### config.mk
export PLATFORM = sky130hd
export DESIGN_NAME = lidar_edge_board_matcher_unit
export DESIGN_NICKNAME = d
export VERILOG_FILES = /design/src/rtl/core/lebm_pkg.sv /design/src/rtl/core/lidar_edge_board_matcher_unit.sv /design/src/rtl/core/lebm_divider.sv
export SDC_FILE = /design/constraint.sdc
export NUM_CORES = 2
export LEC_CHECK = 0
export BUFFER_PORTS_ARGS = -buffer_cell sky130_fd_sc_hd__buf_2
export CAP_MARGIN = 10
export CORE_ASPECT_RATIO = 0.75
export CORE_MARGIN = 1.5
export CORE_UTILIZATION = 63
export CTS_CLUSTER_DIAMETER = 60
export DETAILED_ROUTE_END_ITERATION = 7
export MAX_ROUTING_LAYER = met4
export PLACE_DENSITY = 0.8
export SLEW_MARGIN = 20
export SYNTH_ARGS = -nofsm -noshare
export SYNTH_HDL_FRONTEND = slang
export SYNTH_SLANG_ARGS = --single-unit
### constraint.sdc
create_clock -name clk -period 8.8 [get_ports clk]
set_clock_uncertainty 0.15 [all_clocks]
set_input_delay 0.44 -clock clk [delete_from_list [all_inputs] [get_ports clk]]
set_output_delay 0.44 -clock clk [all_outputs]
set_load 0.02 [all_outputs]
### src/rtl/core/lebm_pkg.sv
// Shared types and constants for the lidar edge board matcher.
// Holds the transfer payload structs, slot record layout and code values.
// No dependencies.
package lebm_pkg;

    // Widths of the register port.
    localparam int CFG_INDEX_W = 8;
    localparam int CFG_DATA_W  = 16;

    // Register indexes on the configuration port.
    localparam logic [CFG_INDEX_W-1:0] REG_SCAN_POINTS    = 8'd0;
    localparam logic [CFG_INDEX_W-1:0] REG_EDGE_JUMP      = 8'd1;
    localparam logic [CFG_INDEX_W-1:0] REG_MATCH_ANGLE    = 8'd2;
    localparam logic [CFG_INDEX_W-1:0] REG_MATCH_DISTANCE = 8'd3;

    // Register reset values.
    localparam logic [15:0] SCAN_POINTS_RST    = 16'd360;
    localparam logic [15:0] EDGE_JUMP_RST      = 16'd200;
    localparam logic [15:0] MATCH_ANGLE_RST    = 16'd1000;
    localparam logic [15:0] MATCH_DISTANCE_RST = 16'd100;

    // Range code for a missing return, and angle limits.
    localparam logic [15:0] NO_RETURN       = 16'hFFFF;
    localparam logic [15:0] FULL_TURN_CDEG  = 16'd36000;
    localparam logic [15:0] MAX_ANGLE_CDEG  = 16'd35999;

    // Result event codes.
    localparam logic [1:0] EVT_NEW_BOARD  = 2'd0;
    localparam logic [1:0] EVT_COMPLETED  = 2'd1;
    localparam logic [1:0] EVT_TABLE_FULL = 2'd2;

    // One input sample.
    typedef struct packed {
        logic [15:0] range_mm;
        logic        last_in_scan;
    } lebm_in_t;

    // One result item.
    typedef struct packed {
        logic [1:0]  event_kind;
        logic [15:0] board_id;
        logic        edge_is_left;
        logic [15:0] left_angle_cdeg;
        logic [15:0] left_distance_mm;
        logic [15:0] right_angle_cdeg;
        logic [15:0] right_distance_mm;
    } lebm_out_t;

    // One stored edge: angle and range.
    typedef struct packed {
        logic [15:0] angle_cdeg;
        logic [15:0] distance_mm;
    } lebm_edge_t;

    // One board record in the slot memory.
    typedef struct packed {
        logic [15:0] identifier;
        lebm_edge_t  left_edge;
        lebm_edge_t  right_edge;
    } lebm_slot_t;

    // Handshake between the sequencer and the divider.
    typedef struct packed {
        logic busy;
        logic done;
    } lebm_div_status_t;

endpackage

### src/rtl/core/lidar_edge_board_matcher_unit.sv
// Top level of the lidar edge board matcher: edge detection, angle unit and slot memory.
// Depends on lebm_pkg and lebm_divider.
//
// The block takes one range sample per transfer. A sample that forms no edge is
// absorbed while idle and the next one is accepted right after. A sample that forms
// an edge first gets its angle (a multiply step, a divider start step, 32 bit-serial
// divide steps by scan_points and a handoff step), then a walk over the board slots
// that passes each empty or completed slot and reads each open slot from the slot
// memory before its check, stopping at the first match or past the last slot, then
// a commit step that writes back and loads the result. No further sample is accepted
// before that commit, which waits while an earlier result still waits. The divider
// and the single-port slot memory set how long an edge takes. Each edge yields
// exactly one result transfer; the result register lets the next sample enter
// while a result waits.
module lidar_edge_board_matcher_unit
#(
    parameter int MAX_BOARDS = 16
)
(
    input  logic                              clk,
    input  logic                              rst_n,
    input  logic                              in_valid,
    output logic                              in_ready,
    input  lebm_pkg::lebm_in_t                in_data,
    output logic                              out_valid,
    input  logic                              out_ready,
    output lebm_pkg::lebm_out_t               out_data,
    input  logic                              cfg_valid,
    output logic                              cfg_ready,
    input  logic [lebm_pkg::CFG_INDEX_W-1:0]  cfg_index,
    input  logic [lebm_pkg::CFG_DATA_W-1:0]   cfg_data
);
    import lebm_pkg::*;

    localparam int SLOT_W = (MAX_BOARDS > 1) ? $clog2(MAX_BOARDS) : 1;
    localparam int CNT_W  = $clog2(MAX_BOARDS + 1);

    // Sequencer state codes.
    localparam logic [2:0] ST_IDLE   = 3'd0;
    localparam logic [2:0] ST_MUL    = 3'd1;
    localparam logic [2:0] ST_DSTART = 3'd2;
    localparam logic [2:0] ST_DIV    = 3'd3;
    localparam logic [2:0] ST_SCAN   = 3'd4;
    localparam logic [2:0] ST_CHECK  = 3'd5;
    localparam logic [2:0] ST_COMMIT = 3'd6;

    // Configuration registers.
    logic [15:0] scan_points_reg;
    logic [15:0] edge_jump_reg;
    logic [15:0] match_angle_reg;
    logic [15:0] match_distance_reg;

    // Sample history.
    logic [15:0] prev_filt_reg;
    logic [15:0] prev_raw_reg;
    logic [15:0] sample_index_reg;
    logic [15:0] next_board_reg;

    // Per-slot flags.
    logic [MAX_BOARDS-1:0] slot_used_reg;
    logic [MAX_BOARDS-1:0] slot_complete_reg;

    // Sequencer and edge registers.
    logic [2:0]        state_reg;
    logic [2:0]        state_next;
    logic              is_left_reg;
    logic [15:0]       edge_idx_reg;
    logic [15:0]       edge_dist_reg;
    logic [15:0]       pts_reg;
    logic [31:0]       prod_reg;
    logic [15:0]       angle_reg;
    logic [CNT_W-1:0]  slot_cnt_reg;
    logic              hit_reg;
    logic              free_found_reg;
    logic [SLOT_W-1:0] free_slot_reg;

    // Result register.
    logic      out_valid_reg;
    lebm_out_t out_data_reg;

    // Slot memory.
    lebm_slot_t        slot_mem [MAX_BOARDS];
    lebm_slot_t        rd_data_reg;
    logic              mem_rd_en;
    logic              mem_we;
    logic [SLOT_W-1:0] mem_addr;
    lebm_slot_t        mem_wr_data;

    // Divider interface.
    logic [31:0]      div_quotient;
    lebm_div_status_t div_status;
    logic             div_start;

    // Combinational helpers.
    logic              in_xfer;
    logic [15:0]       cur_filt;
    logic              prev_bad;
    logic              cur_bad;
    logic [15:0]       jump;
    logic              edge_found;
    logic [SLOT_W-1:0] cur_slot;
    lebm_edge_t        own_edge;
    lebm_edge_t        opp_edge;
    logic [15:0]       ang_diff;
    logic [15:0]       dist_diff;
    logic              side_hit;
    logic              can_load;
    lebm_out_t         result;
    logic [15:0]       quo_sat;

    assign in_ready  = (state_reg == ST_IDLE);
    assign in_xfer   = in_valid && in_ready;
    assign cfg_ready = 1'b1;
    assign out_valid = out_valid_reg;
    assign out_data  = out_data_reg;
    assign can_load  = !out_valid_reg || out_ready;
    assign cur_slot  = slot_cnt_reg[SLOT_W-1:0];

    // Jump test between the previous and the current sample.
    always_comb
    begin
        cur_filt = (in_data.range_mm == 16'd0) ? NO_RETURN : in_data.range_mm;
        prev_bad = (prev_filt_reg == NO_RETURN);
        cur_bad  = (cur_filt == NO_RETURN);
        jump     = (prev_filt_reg > cur_filt) ? 16'(prev_filt_reg - cur_filt)
                                              : 16'(cur_filt - prev_filt_reg);
        if (sample_index_reg == 16'd0)
        begin
            edge_found = 1'b0;
        end
        else if (prev_bad || cur_bad)
        begin
            edge_found = prev_bad ^ cur_bad;
        end
        else
        begin
            edge_found = (jump > edge_jump_reg);
        end
    end

    // Tolerance test of the new edge against the opposite side of the slot read last.
    always_comb
    begin
        own_edge.angle_cdeg  = angle_reg;
        own_edge.distance_mm = edge_dist_reg;
        opp_edge  = is_left_reg ? rd_data_reg.right_edge : rd_data_reg.left_edge;
        ang_diff  = (angle_reg > opp_edge.angle_cdeg)
                    ? 16'(angle_reg - opp_edge.angle_cdeg)
                    : 16'(opp_edge.angle_cdeg - angle_reg);
        dist_diff = (edge_dist_reg > opp_edge.distance_mm)
                    ? 16'(edge_dist_reg - opp_edge.distance_mm)
                    : 16'(opp_edge.distance_mm - edge_dist_reg);
        side_hit  = (opp_edge.distance_mm != 16'd0) && (opp_edge.distance_mm != NO_RETURN)
                    && (edge_dist_reg != NO_RETURN)
                    && (ang_diff < match_angle_reg) && (dist_diff < match_distance_reg);
    end

    // Result item and write-back record for the commit step.
    always_comb
    begin
        result.edge_is_left = is_left_reg;
        mem_wr_data.identifier = next_board_reg;
        mem_wr_data.left_edge  = is_left_reg ? own_edge : '0;
        mem_wr_data.right_edge = is_left_reg ? '0 : own_edge;
        if (hit_reg)
        begin
            mem_wr_data.identifier = rd_data_reg.identifier;
            mem_wr_data.left_edge  = is_left_reg ? own_edge : rd_data_reg.left_edge;
            mem_wr_data.right_edge = is_left_reg ? rd_data_reg.right_edge : own_edge;
            result.event_kind      = EVT_COMPLETED;
            result.board_id        = rd_data_reg.identifier;
        end
        else if (free_found_reg)
        begin
            result.event_kind = EVT_NEW_BOARD;
            result.board_id   = next_board_reg;
        end
        else
        begin
            result.event_kind = EVT_TABLE_FULL;
            result.board_id   = '0;
        end
        result.left_angle_cdeg   = mem_wr_data.left_edge.angle_cdeg;
        result.left_distance_mm  = mem_wr_data.left_edge.distance_mm;
        result.right_angle_cdeg  = mem_wr_data.right_edge.angle_cdeg;
        result.right_distance_mm = mem_wr_data.right_edge.distance_mm;
    end

    // Sequencer next state and memory controls.
    always_comb
    begin
        state_next = state_reg;
        mem_rd_en  = 1'b0;
        mem_we     = 1'b0;
        mem_addr   = cur_slot;
        div_start  = 1'b0;
        unique case (state_reg)
            ST_IDLE:
            begin
                if (in_xfer && edge_found)
                begin
                    state_next = ST_MUL;
                end
            end
            ST_MUL:
            begin
                state_next = ST_DSTART;
            end
            ST_DSTART:
            begin
                div_start  = 1'b1;
                state_next = ST_DIV;
            end
            ST_DIV:
            begin
                if (div_status.done)
                begin
                    state_next = ST_SCAN;
                end
            end
            ST_SCAN:
            begin
                if (slot_cnt_reg == CNT_W'(MAX_BOARDS))
                begin
                    state_next = ST_COMMIT;
                end
                else if (slot_used_reg[cur_slot] && !slot_complete_reg[cur_slot])
                begin
                    mem_rd_en  = 1'b1;
                    state_next = ST_CHECK;
                end
            end
            ST_CHECK:
            begin
                state_next = side_hit ? ST_COMMIT : ST_SCAN;
            end
            ST_COMMIT:
            begin
                if (can_load)
                begin
                    mem_we     = hit_reg || free_found_reg;
                    mem_addr   = hit_reg ? cur_slot : free_slot_reg;
                    state_next = ST_IDLE;
                end
            end
            default:
            begin
                state_next = ST_IDLE;
            end
        endcase
    end

    // Divided angle, saturated to the last valid centidegree.
    assign quo_sat = (div_quotient > 32'(MAX_ANGLE_CDEG)) ? MAX_ANGLE_CDEG
                                                          : div_quotient[15:0];

    // Angle unit: index / scan_points after scaling by a full turn.
    lebm_divider u_divider
    (
        .clk      (clk),
        .rst_n    (rst_n),
        .start    (div_start),
        .dividend (prod_reg),
        .divisor  (pts_reg),
        .quotient (div_quotient),
        .status   (div_status)
    );

    // Slot memory: one read or one write per cycle, read data registered.
    always_ff @(posedge clk)
    begin
        if (mem_we)
        begin
            slot_mem[mem_addr] <= mem_wr_data;
        end
        if (mem_rd_en)
        begin
            rd_data_reg <= slot_mem[mem_addr];
        end
    end

    // Control state, configuration and history.
    always_ff @(posedge clk or negedge rst_n)
    begin
        if (!rst_n)
        begin
            state_reg          <= ST_IDLE;
            scan_points_reg    <= SCAN_POINTS_RST;
            edge_jump_reg      <= EDGE_JUMP_RST;
            match_angle_reg    <= MATCH_ANGLE_RST;
            match_distance_reg <= MATCH_DISTANCE_RST;
            prev_filt_reg      <= NO_RETURN;
            prev_raw_reg       <= '0;
            sample_index_reg   <= '0;
            next_board_reg     <= 16'd1;
            slot_used_reg      <= '0;
            slot_complete_reg  <= '0;
            slot_cnt_reg       <= '0;
            hit_reg            <= 1'b0;
            free_found_reg     <= 1'b0;
            out_valid_reg      <= 1'b0;
        end
        else
        begin
            state_reg <= state_next;

            // Register write transfer.
            if (cfg_valid && cfg_ready)
            begin
                unique case (cfg_index)
                    REG_SCAN_POINTS:    scan_points_reg    <= cfg_data;
                    REG_EDGE_JUMP:      edge_jump_reg      <= cfg_data;
                    REG_MATCH_ANGLE:    match_angle_reg    <= cfg_data;
                    REG_MATCH_DISTANCE: match_distance_reg <= cfg_data;
                    default:            ;
                endcase
            end

            // Sample history updates on every input transfer.
            if (in_xfer)
            begin
                prev_filt_reg <= cur_filt;
                prev_raw_reg  <= in_data.range_mm;
                if (in_data.last_in_scan)
                begin
                    sample_index_reg <= '0;
                end
                else if (sample_index_reg != 16'hFFFF)
                begin
                    sample_index_reg <= 16'(sample_index_reg + 16'd1);
                end
            end

            // Slot walk bookkeeping.
            if (state_reg == ST_DIV && div_status.done)
            begin
                slot_cnt_reg   <= '0;
                hit_reg        <= 1'b0;
                free_found_reg <= 1'b0;
            end
            else if (state_reg == ST_SCAN && slot_cnt_reg != CNT_W'(MAX_BOARDS)
                     && !(slot_used_reg[cur_slot] && !slot_complete_reg[cur_slot]))
            begin
                if (!slot_used_reg[cur_slot] && !free_found_reg)
                begin
                    free_found_reg <= 1'b1;
                end
                slot_cnt_reg <= CNT_W'(slot_cnt_reg + 1'b1);
            end
            else if (state_reg == ST_CHECK)
            begin
                if (side_hit)
                begin
                    hit_reg <= 1'b1;
                end
                else
                begin
                    slot_cnt_reg <= CNT_W'(slot_cnt_reg + 1'b1);
                end
            end

            // Commit: update slot flags and id counter, load the result.
            if (state_reg == ST_COMMIT && can_load)
            begin
                if (hit_reg)
                begin
                    slot_complete_reg[cur_slot] <= 1'b1;
                end
                else if (free_found_reg)
                begin
                    slot_used_reg[free_slot_reg]     <= 1'b1;
                    slot_complete_reg[free_slot_reg] <= 1'b0;
                    next_board_reg <= 16'(next_board_reg + 16'd1);
                end
            end

            // Result register.
            if (state_reg == ST_COMMIT && can_load)
            begin
                out_valid_reg <= 1'b1;
            end
            else if (out_ready)
            begin
                out_valid_reg <= 1'b0;
            end
        end
    end

    // Edge payload registers.
    always_ff @(posedge clk)
    begin
        if (in_xfer)
        begin
            is_left_reg   <= (prev_filt_reg < cur_filt);
            edge_idx_reg  <= 16'(sample_index_reg - 16'd1);
            edge_dist_reg <= prev_raw_reg;
            pts_reg       <= (scan_points_reg == 16'd0) ? 16'd1 : scan_points_reg;
        end
        if (state_reg == ST_MUL)
        begin
            prod_reg <= 32'(edge_idx_reg) * 32'(FULL_TURN_CDEG);
        end
        if (state_reg == ST_DIV && div_status.done)
        begin
            angle_reg <= quo_sat;
        end
        if (state_reg == ST_SCAN && slot_cnt_reg != CNT_W'(MAX_BOARDS)
            && !slot_used_reg[cur_slot] && !free_found_reg)
        begin
            free_slot_reg <= cur_slot;
        end
        if (state_reg == ST_COMMIT && can_load)
        begin
            out_data_reg <= result;
        end
    end

`ifndef ASSERT_OFF
    // A slot can only be complete once it holds a board.
    assert property (@(posedge clk) disable iff (!rst_n)
        (slot_complete_reg & ~slot_used_reg) == '0)
        else $error("complete flag set on an unused slot");

    // The slot walk only reads open boards.
    assert property (@(posedge clk) disable iff (!rst_n)
        mem_rd_en |-> (slot_used_reg[mem_addr] && !slot_complete_reg[mem_addr]))
        else $error("slot memory read of an empty or completed slot");

    // Opening a board advances the id counter by exactly one.
    assert property (@(posedge clk) disable iff (!rst_n)
        (state_reg == ST_COMMIT && can_load && !hit_reg && free_found_reg)
        |=> next_board_reg == 16'($past(next_board_reg) + 16'd1))
        else $error("board id counter did not advance on a new board");

    // The divider only finishes while the sequencer waits for it.
    assert property (@(posedge clk) disable iff (!rst_n)
        div_status.done |-> state_reg == ST_DIV)
        else $error("divider finished outside the divide step");
`endif

endmodule

### src/rtl/core/lebm_divider.sv
// Radix-2 restoring divider: 32-bit dividend by 16-bit divisor, one quotient bit per cycle.
// Uses lebm_pkg for the status struct.
module lebm_divider
(
    input  logic                      clk,
    input  logic                      rst_n,
    input  logic                      start,
    input  logic [31:0]               dividend,
    input  logic [15:0]               divisor,
    output logic [31:0]               quotient,
    output lebm_pkg::lebm_div_status_t status
);
    import lebm_pkg::*;

    logic [15:0] rem_reg;
    logic [15:0] rem_next;
    logic [31:0] quo_reg;
    logic [31:0] quo_next;
    logic [15:0] div_reg;
    logic [4:0]  count_reg;
    logic [4:0]  count_next;
    logic        busy_reg;
    logic        busy_next;
    logic        done_reg;
    logic        done_next;
    logic [16:0] trial;
    logic        fits;

    // One restoring step: shift in the next dividend bit and try the subtraction.
    always_comb
    begin
        trial      = {rem_reg, quo_reg[31]};
        fits       = (trial >= {1'b0, div_reg});
        rem_next   = rem_reg;
        quo_next   = quo_reg;
        count_next = count_reg;
        busy_next  = busy_reg;
        done_next  = 1'b0;
        if (start)
        begin
            rem_next   = '0;
            quo_next   = dividend;
            count_next = '0;
            busy_next  = 1'b1;
        end
        else if (busy_reg)
        begin
            if (fits)
            begin
                rem_next = 16'(trial - {1'b0, div_reg});
            end
            else
            begin
                rem_next = trial[15:0];
            end
            quo_next   = {quo_reg[30:0], fits};
            count_next = 5'(count_reg + 5'd1);
            if (count_reg == 5'd31)
            begin
                busy_next = 1'b0;
                done_next = 1'b1;
            end
        end
    end

    // Control state.
    always_ff @(posedge clk or negedge rst_n)
    begin
        if (!rst_n)
        begin
            busy_reg  <= 1'b0;
            done_reg  <= 1'b0;
            count_reg <= '0;
        end
        else
        begin
            busy_reg  <= busy_next;
            done_reg  <= done_next;
            count_reg <= count_next;
        end
    end

    // Datapath registers.
    always_ff @(posedge clk)
    begin
        rem_reg <= rem_next;
        quo_reg <= quo_next;
        if (start)
        begin
            div_reg <= divisor;
        end
    end

    assign quotient    = quo_reg;
    assign status.busy = busy_reg;
    assign status.done = done_reg;

endmodule
==> reports/results.txt <==
The run finished with clean final reports. After global routing the overflow that remains totals 0. Setup repair after global routing left no endpoint under its margin. The final antenna-violating net count was 0. Worst hold path class: input port to flop. Critical path startpoint category: an input port. By area the synthesized netlist is led by sky130_fd_sc_hd__edfxtp_1 (61%), sky130_fd_sc_hd__mux4_2 (9.5%), sky130_fd_sc_hd__dfrtp_1 (4.6%), sky130_fd_sc_hd__ha_1 (4.2%), sky130_fd_sc_hd__nand2_1 (2.6%). The synthesized design spends more area on one cell type than any other, namely sky130_fd_sc_hd__edfxtp_1. The largest net degree at the start of global routing is 108. The shortest period the worst path allows is 6950 ps, and the part of the Yosys area used for sequential elements is 0.671. The first global-routing pass estimated 300000 µm of wire. The total clock buffers created by CTS was 163. For the number of instances resized during post-cts repair, the log shows 0. The final number of setup-violating endpoints came out at 0.

The number of warnings issued by yosys is 0, and the proportion of netlist area held by the largest area contributor is 0.610. Cell area after technology mapping: 0.0782 mm². TritonCTS built the clock tree.

Endpoint required time on the critical path: 9350 ps. The average instance in the mapped netlist occupies 15.8 µm². Post-route clock period utilization: 0.790.

Clock latency on the worst-skew pair, taken at its later pin, is 820 ps. The final layout contains 5472 nets. For this run, the number of standard cells in the final layout without fillers is 6890.

The tools report the number of nets produced by synthesis as 5294. The longest clock path from root to sink contains 3 buffers. After detailed routing, the number of remaining DRC violations is 0. The endpoint class of the critical path was a flop. The final layout contains routed wiring with a total length of 204000 µm.

The run gives 80.7 ps as the worst hold-check slack. The tools report the final max-slew violation count as 0. The logs give 0.202 for the relative slew slack and 50 for the number of hold-repair buffers added at the cts stage.

The largest fanout on the critical path works out to 16. In this run, synthesis inferred 1587 flip-flops with an integrated enable. The share of async-settable or async-resettable flops after synthesis was 0.0999. After detailed routing, the number of vias per cell comes to 6.69. After detailed placement, the design holds a cell count of 6547. For the achievable clock frequency, the log shows 144 MHz. The layout overhead on the synthesized area works out to 10.5%. After routing, the total negative slack on setup checks comes to 0 ps. The starting utilization of the core area is 0.637, and the die boundary width is 410 µm. The H-tree was split into 4 levels. Port buffering added 130 buffers.

The number of hold violations in the final report was 0; the total die area was 0.126 mm². For this block, the initial DRC count from the detailed router was 6177. The worst-case IR drop observed on VDD is 204 µV. The total area inside the core boundary comes to 0.123 mm². The tools report the count of standard-cell rows as 111. Max-cap violations in this run came to 0. The tree built by TritonCTS fans out to 1781 sinks.

Once the clock tree was built, the setup fixing pass inserted 0 buffers. For the initial antenna violation count, the log shows 1. After technology mapping, the gate count stands at 4946. The cell sitting at the root of the clock tree is a sky130_fd_sc_hd__clkbuf_16.

The register with the most flip-flops in the layout has 1280 of them. After detailed routing, the average wire length per cell comes to 29.6 µm. For the pin with the worst max-slew slack, the measured transition is 1200 ps.

The die outline height is 308 µm. In the synthesized netlist the dominant register cell turns out to be sky130_fd_sc_hd__edfxtp_1. The total global-route track usage came out at 0.337.

The worst path meets setup with 1850 ps of slack. The fraction of layout instances using a drive strength above 1 came out at 0.184. The setup path with the least slack is of type input port to flop. Clock-pin slew was measured on the worst setup and hold paths at 70 ps. In this run the count of I/O pins placed on the die edge is 132. The final route contains 46100 vias.

Global placer's final weighted congestion: 0.985. The placed wire-length estimate came out at 118000 µm. The via count of the first global-routing pass is 45700, and the leakage power is 0.0307 µW. The synthesized design contains 1781 register bits. The distinct cell type count after synthesis is 84, and the detailed-router iteration count before antenna repair is 6. The power density of the placed cells was 223 mW/mm². At the worst endpoint, the arrival time is 7500 ps. Timing analysis after detailed placement gives a worst setup slack of 1740 ps. For flop-to-flop paths, the worst setup slack is 2150 ps.
cell families after synthesis:
kind of cell / share of synthesized area
muxes: 0.115
and+or+nand+nor: 0.0672
xor gates and xnor gates: 0.0127
other: 0.0000480
DFF: 0.671
buffers and inverters: 0.0284
AOI/OAI and AO/OA: 0.0537
adders and majority gates: 0.0521
through the flow:
step / area, µm² / total power (µW) / util
floorplan: 78200 / 11600 / -
global placement: 80500 / 12200 / 0.656
detailed placement: 80500 / 12200 / 0.656
CTS: 86300 / 19300 / 0.704
global route: 86400 / 19900 / 0.704
finish: 86400 / 19300 / 0.704
final timing paths:
| check | from | end | cells past startpoint |
|---|---|---|---|
| setup / recovery | in_data[13] | state_reg[0] | 25 |
| hold / removal | in_valid | sample_index_reg[0] | 4 |
| setup reg to reg | is_left_reg | slot_cnt_reg[2] | 24 |
| hold reg to reg | pts_reg[12] | u_divider.div_reg[12] | 0 |
| max in group asynchronous | rst_n | next_board_reg[15] | 3 |
| min in group asynchronous | rst_n | u_divider.count_reg[2] | 2 |
Yosys cell counts (all sizes together), types with 15 or more instances:
cell / number
nor3: 54
dfrtp: 145
nor4: 24
mux2: 93
edfxtp: 1587
and3: 101
nand4: 48
mux2i: 48
nor2: 126
nor2b: 56
dfstp: 33
xnor2: 67
inv: 255
a22o: 45
a21o: 65
mux4: 330
and2: 20
clkbuf: 140
nand3: 74
a21oi: 156
xor2: 46
nand2: 539
o21bai: 22
nand2b: 26
or3: 15
a31oi: 96
ha: 263
fa: 39
buf: 107
o21ai: 167
dfxtp: 16
final cells by class:
class                           count  area [µm²]
Inverter                          257         970
Clock buffer                      211        4380
Fill cell                        7604       36300
Tap cell                         1638        2050
Sequential cell                  1781       52500
Antenna cell                        1        2.50
Multi-Input combinational cell   2661       23700
Clock inverter                     81         918
Timing Repair Buffer              260        1820
layout by cell type, fill, tap and decap left out, drive strengths merged, types with 13 or more instances in the layout:
cell type,n
a211oi,13
a21o,65
a21oi,156
a22o,45
a31oi,96
and2,20
and3,101
buf,209
bufinv,16
clkbuf,212
clkinv,51
dfrtp,145
dfstp,33
dfxtp,16
dlygate4sd3,50
edfxtp,1587
fa,39
ha,263
inv,266
mux2,93
mux2i,48
mux4,330
nand2,539
nand2b,26
nand3,74
nand4,48
nor2,126
nor2b,56
nor3,54
nor4,24
o21ai,167
o21bai,22
or3,15
xnor2,67
xor2,46
worst max-delay path, cell delays in order:
cell	delay [ps]
sky130_fd_sc_hd__dlygate4sd3_1	550
sky130_fd_sc_hd__buf_2	150
sky130_fd_sc_hd__nor4_1	700
sky130_fd_sc_hd__and4_1	870
sky130_fd_sc_hd__nor2_1	220
sky130_fd_sc_hd__inv_1	110
sky130_fd_sc_hd__ha_1	260
sky130_fd_sc_hd__ha_1	250
sky130_fd_sc_hd__and2_1	170
sky130_fd_sc_hd__a221o_1	290
sky130_fd_sc_hd__a31o_1	240
sky130_fd_sc_hd__o31ai_4	260
sky130_fd_sc_hd__nor2b_2	100
sky130_fd_sc_hd__o31ai_4	840
sky130_fd_sc_hd__mux2i_1	300
sky130_fd_sc_hd__xor2_1	180
sky130_fd_sc_hd__ha_1	270
sky130_fd_sc_hd__a21o_1	160
sky130_fd_sc_hd__a21o_1	170
sky130_fd_sc_hd__a21oi_1	140
sky130_fd_sc_hd__o21a_1	140
sky130_fd_sc_hd__o221a_2	170
sky130_fd_sc_hd__o22ai_1	140
sky130_fd_sc_hd__a221oi_1	300
sky130_fd_sc_hd__nor2_1	80
layer usage:
layer	vias to the layer above	wire length (µm)	global-route usage
met5	-	0	-
met1	23400	81300	0.479
met2	2975	93200	0.492
met3	439	22600	0.0693
li1	19300	-	-
met4	0	6770	0.118
where the power goes:
part           switching (µW)  leakage (µW)  internal (µW)
sequential                227        0.0164           9520
combinational            1390        0.0117            971
clock                    3150       0.00257           4010
total                    4770        0.0307          14500
Note: power is estimated with default switching activity, not from simulation.
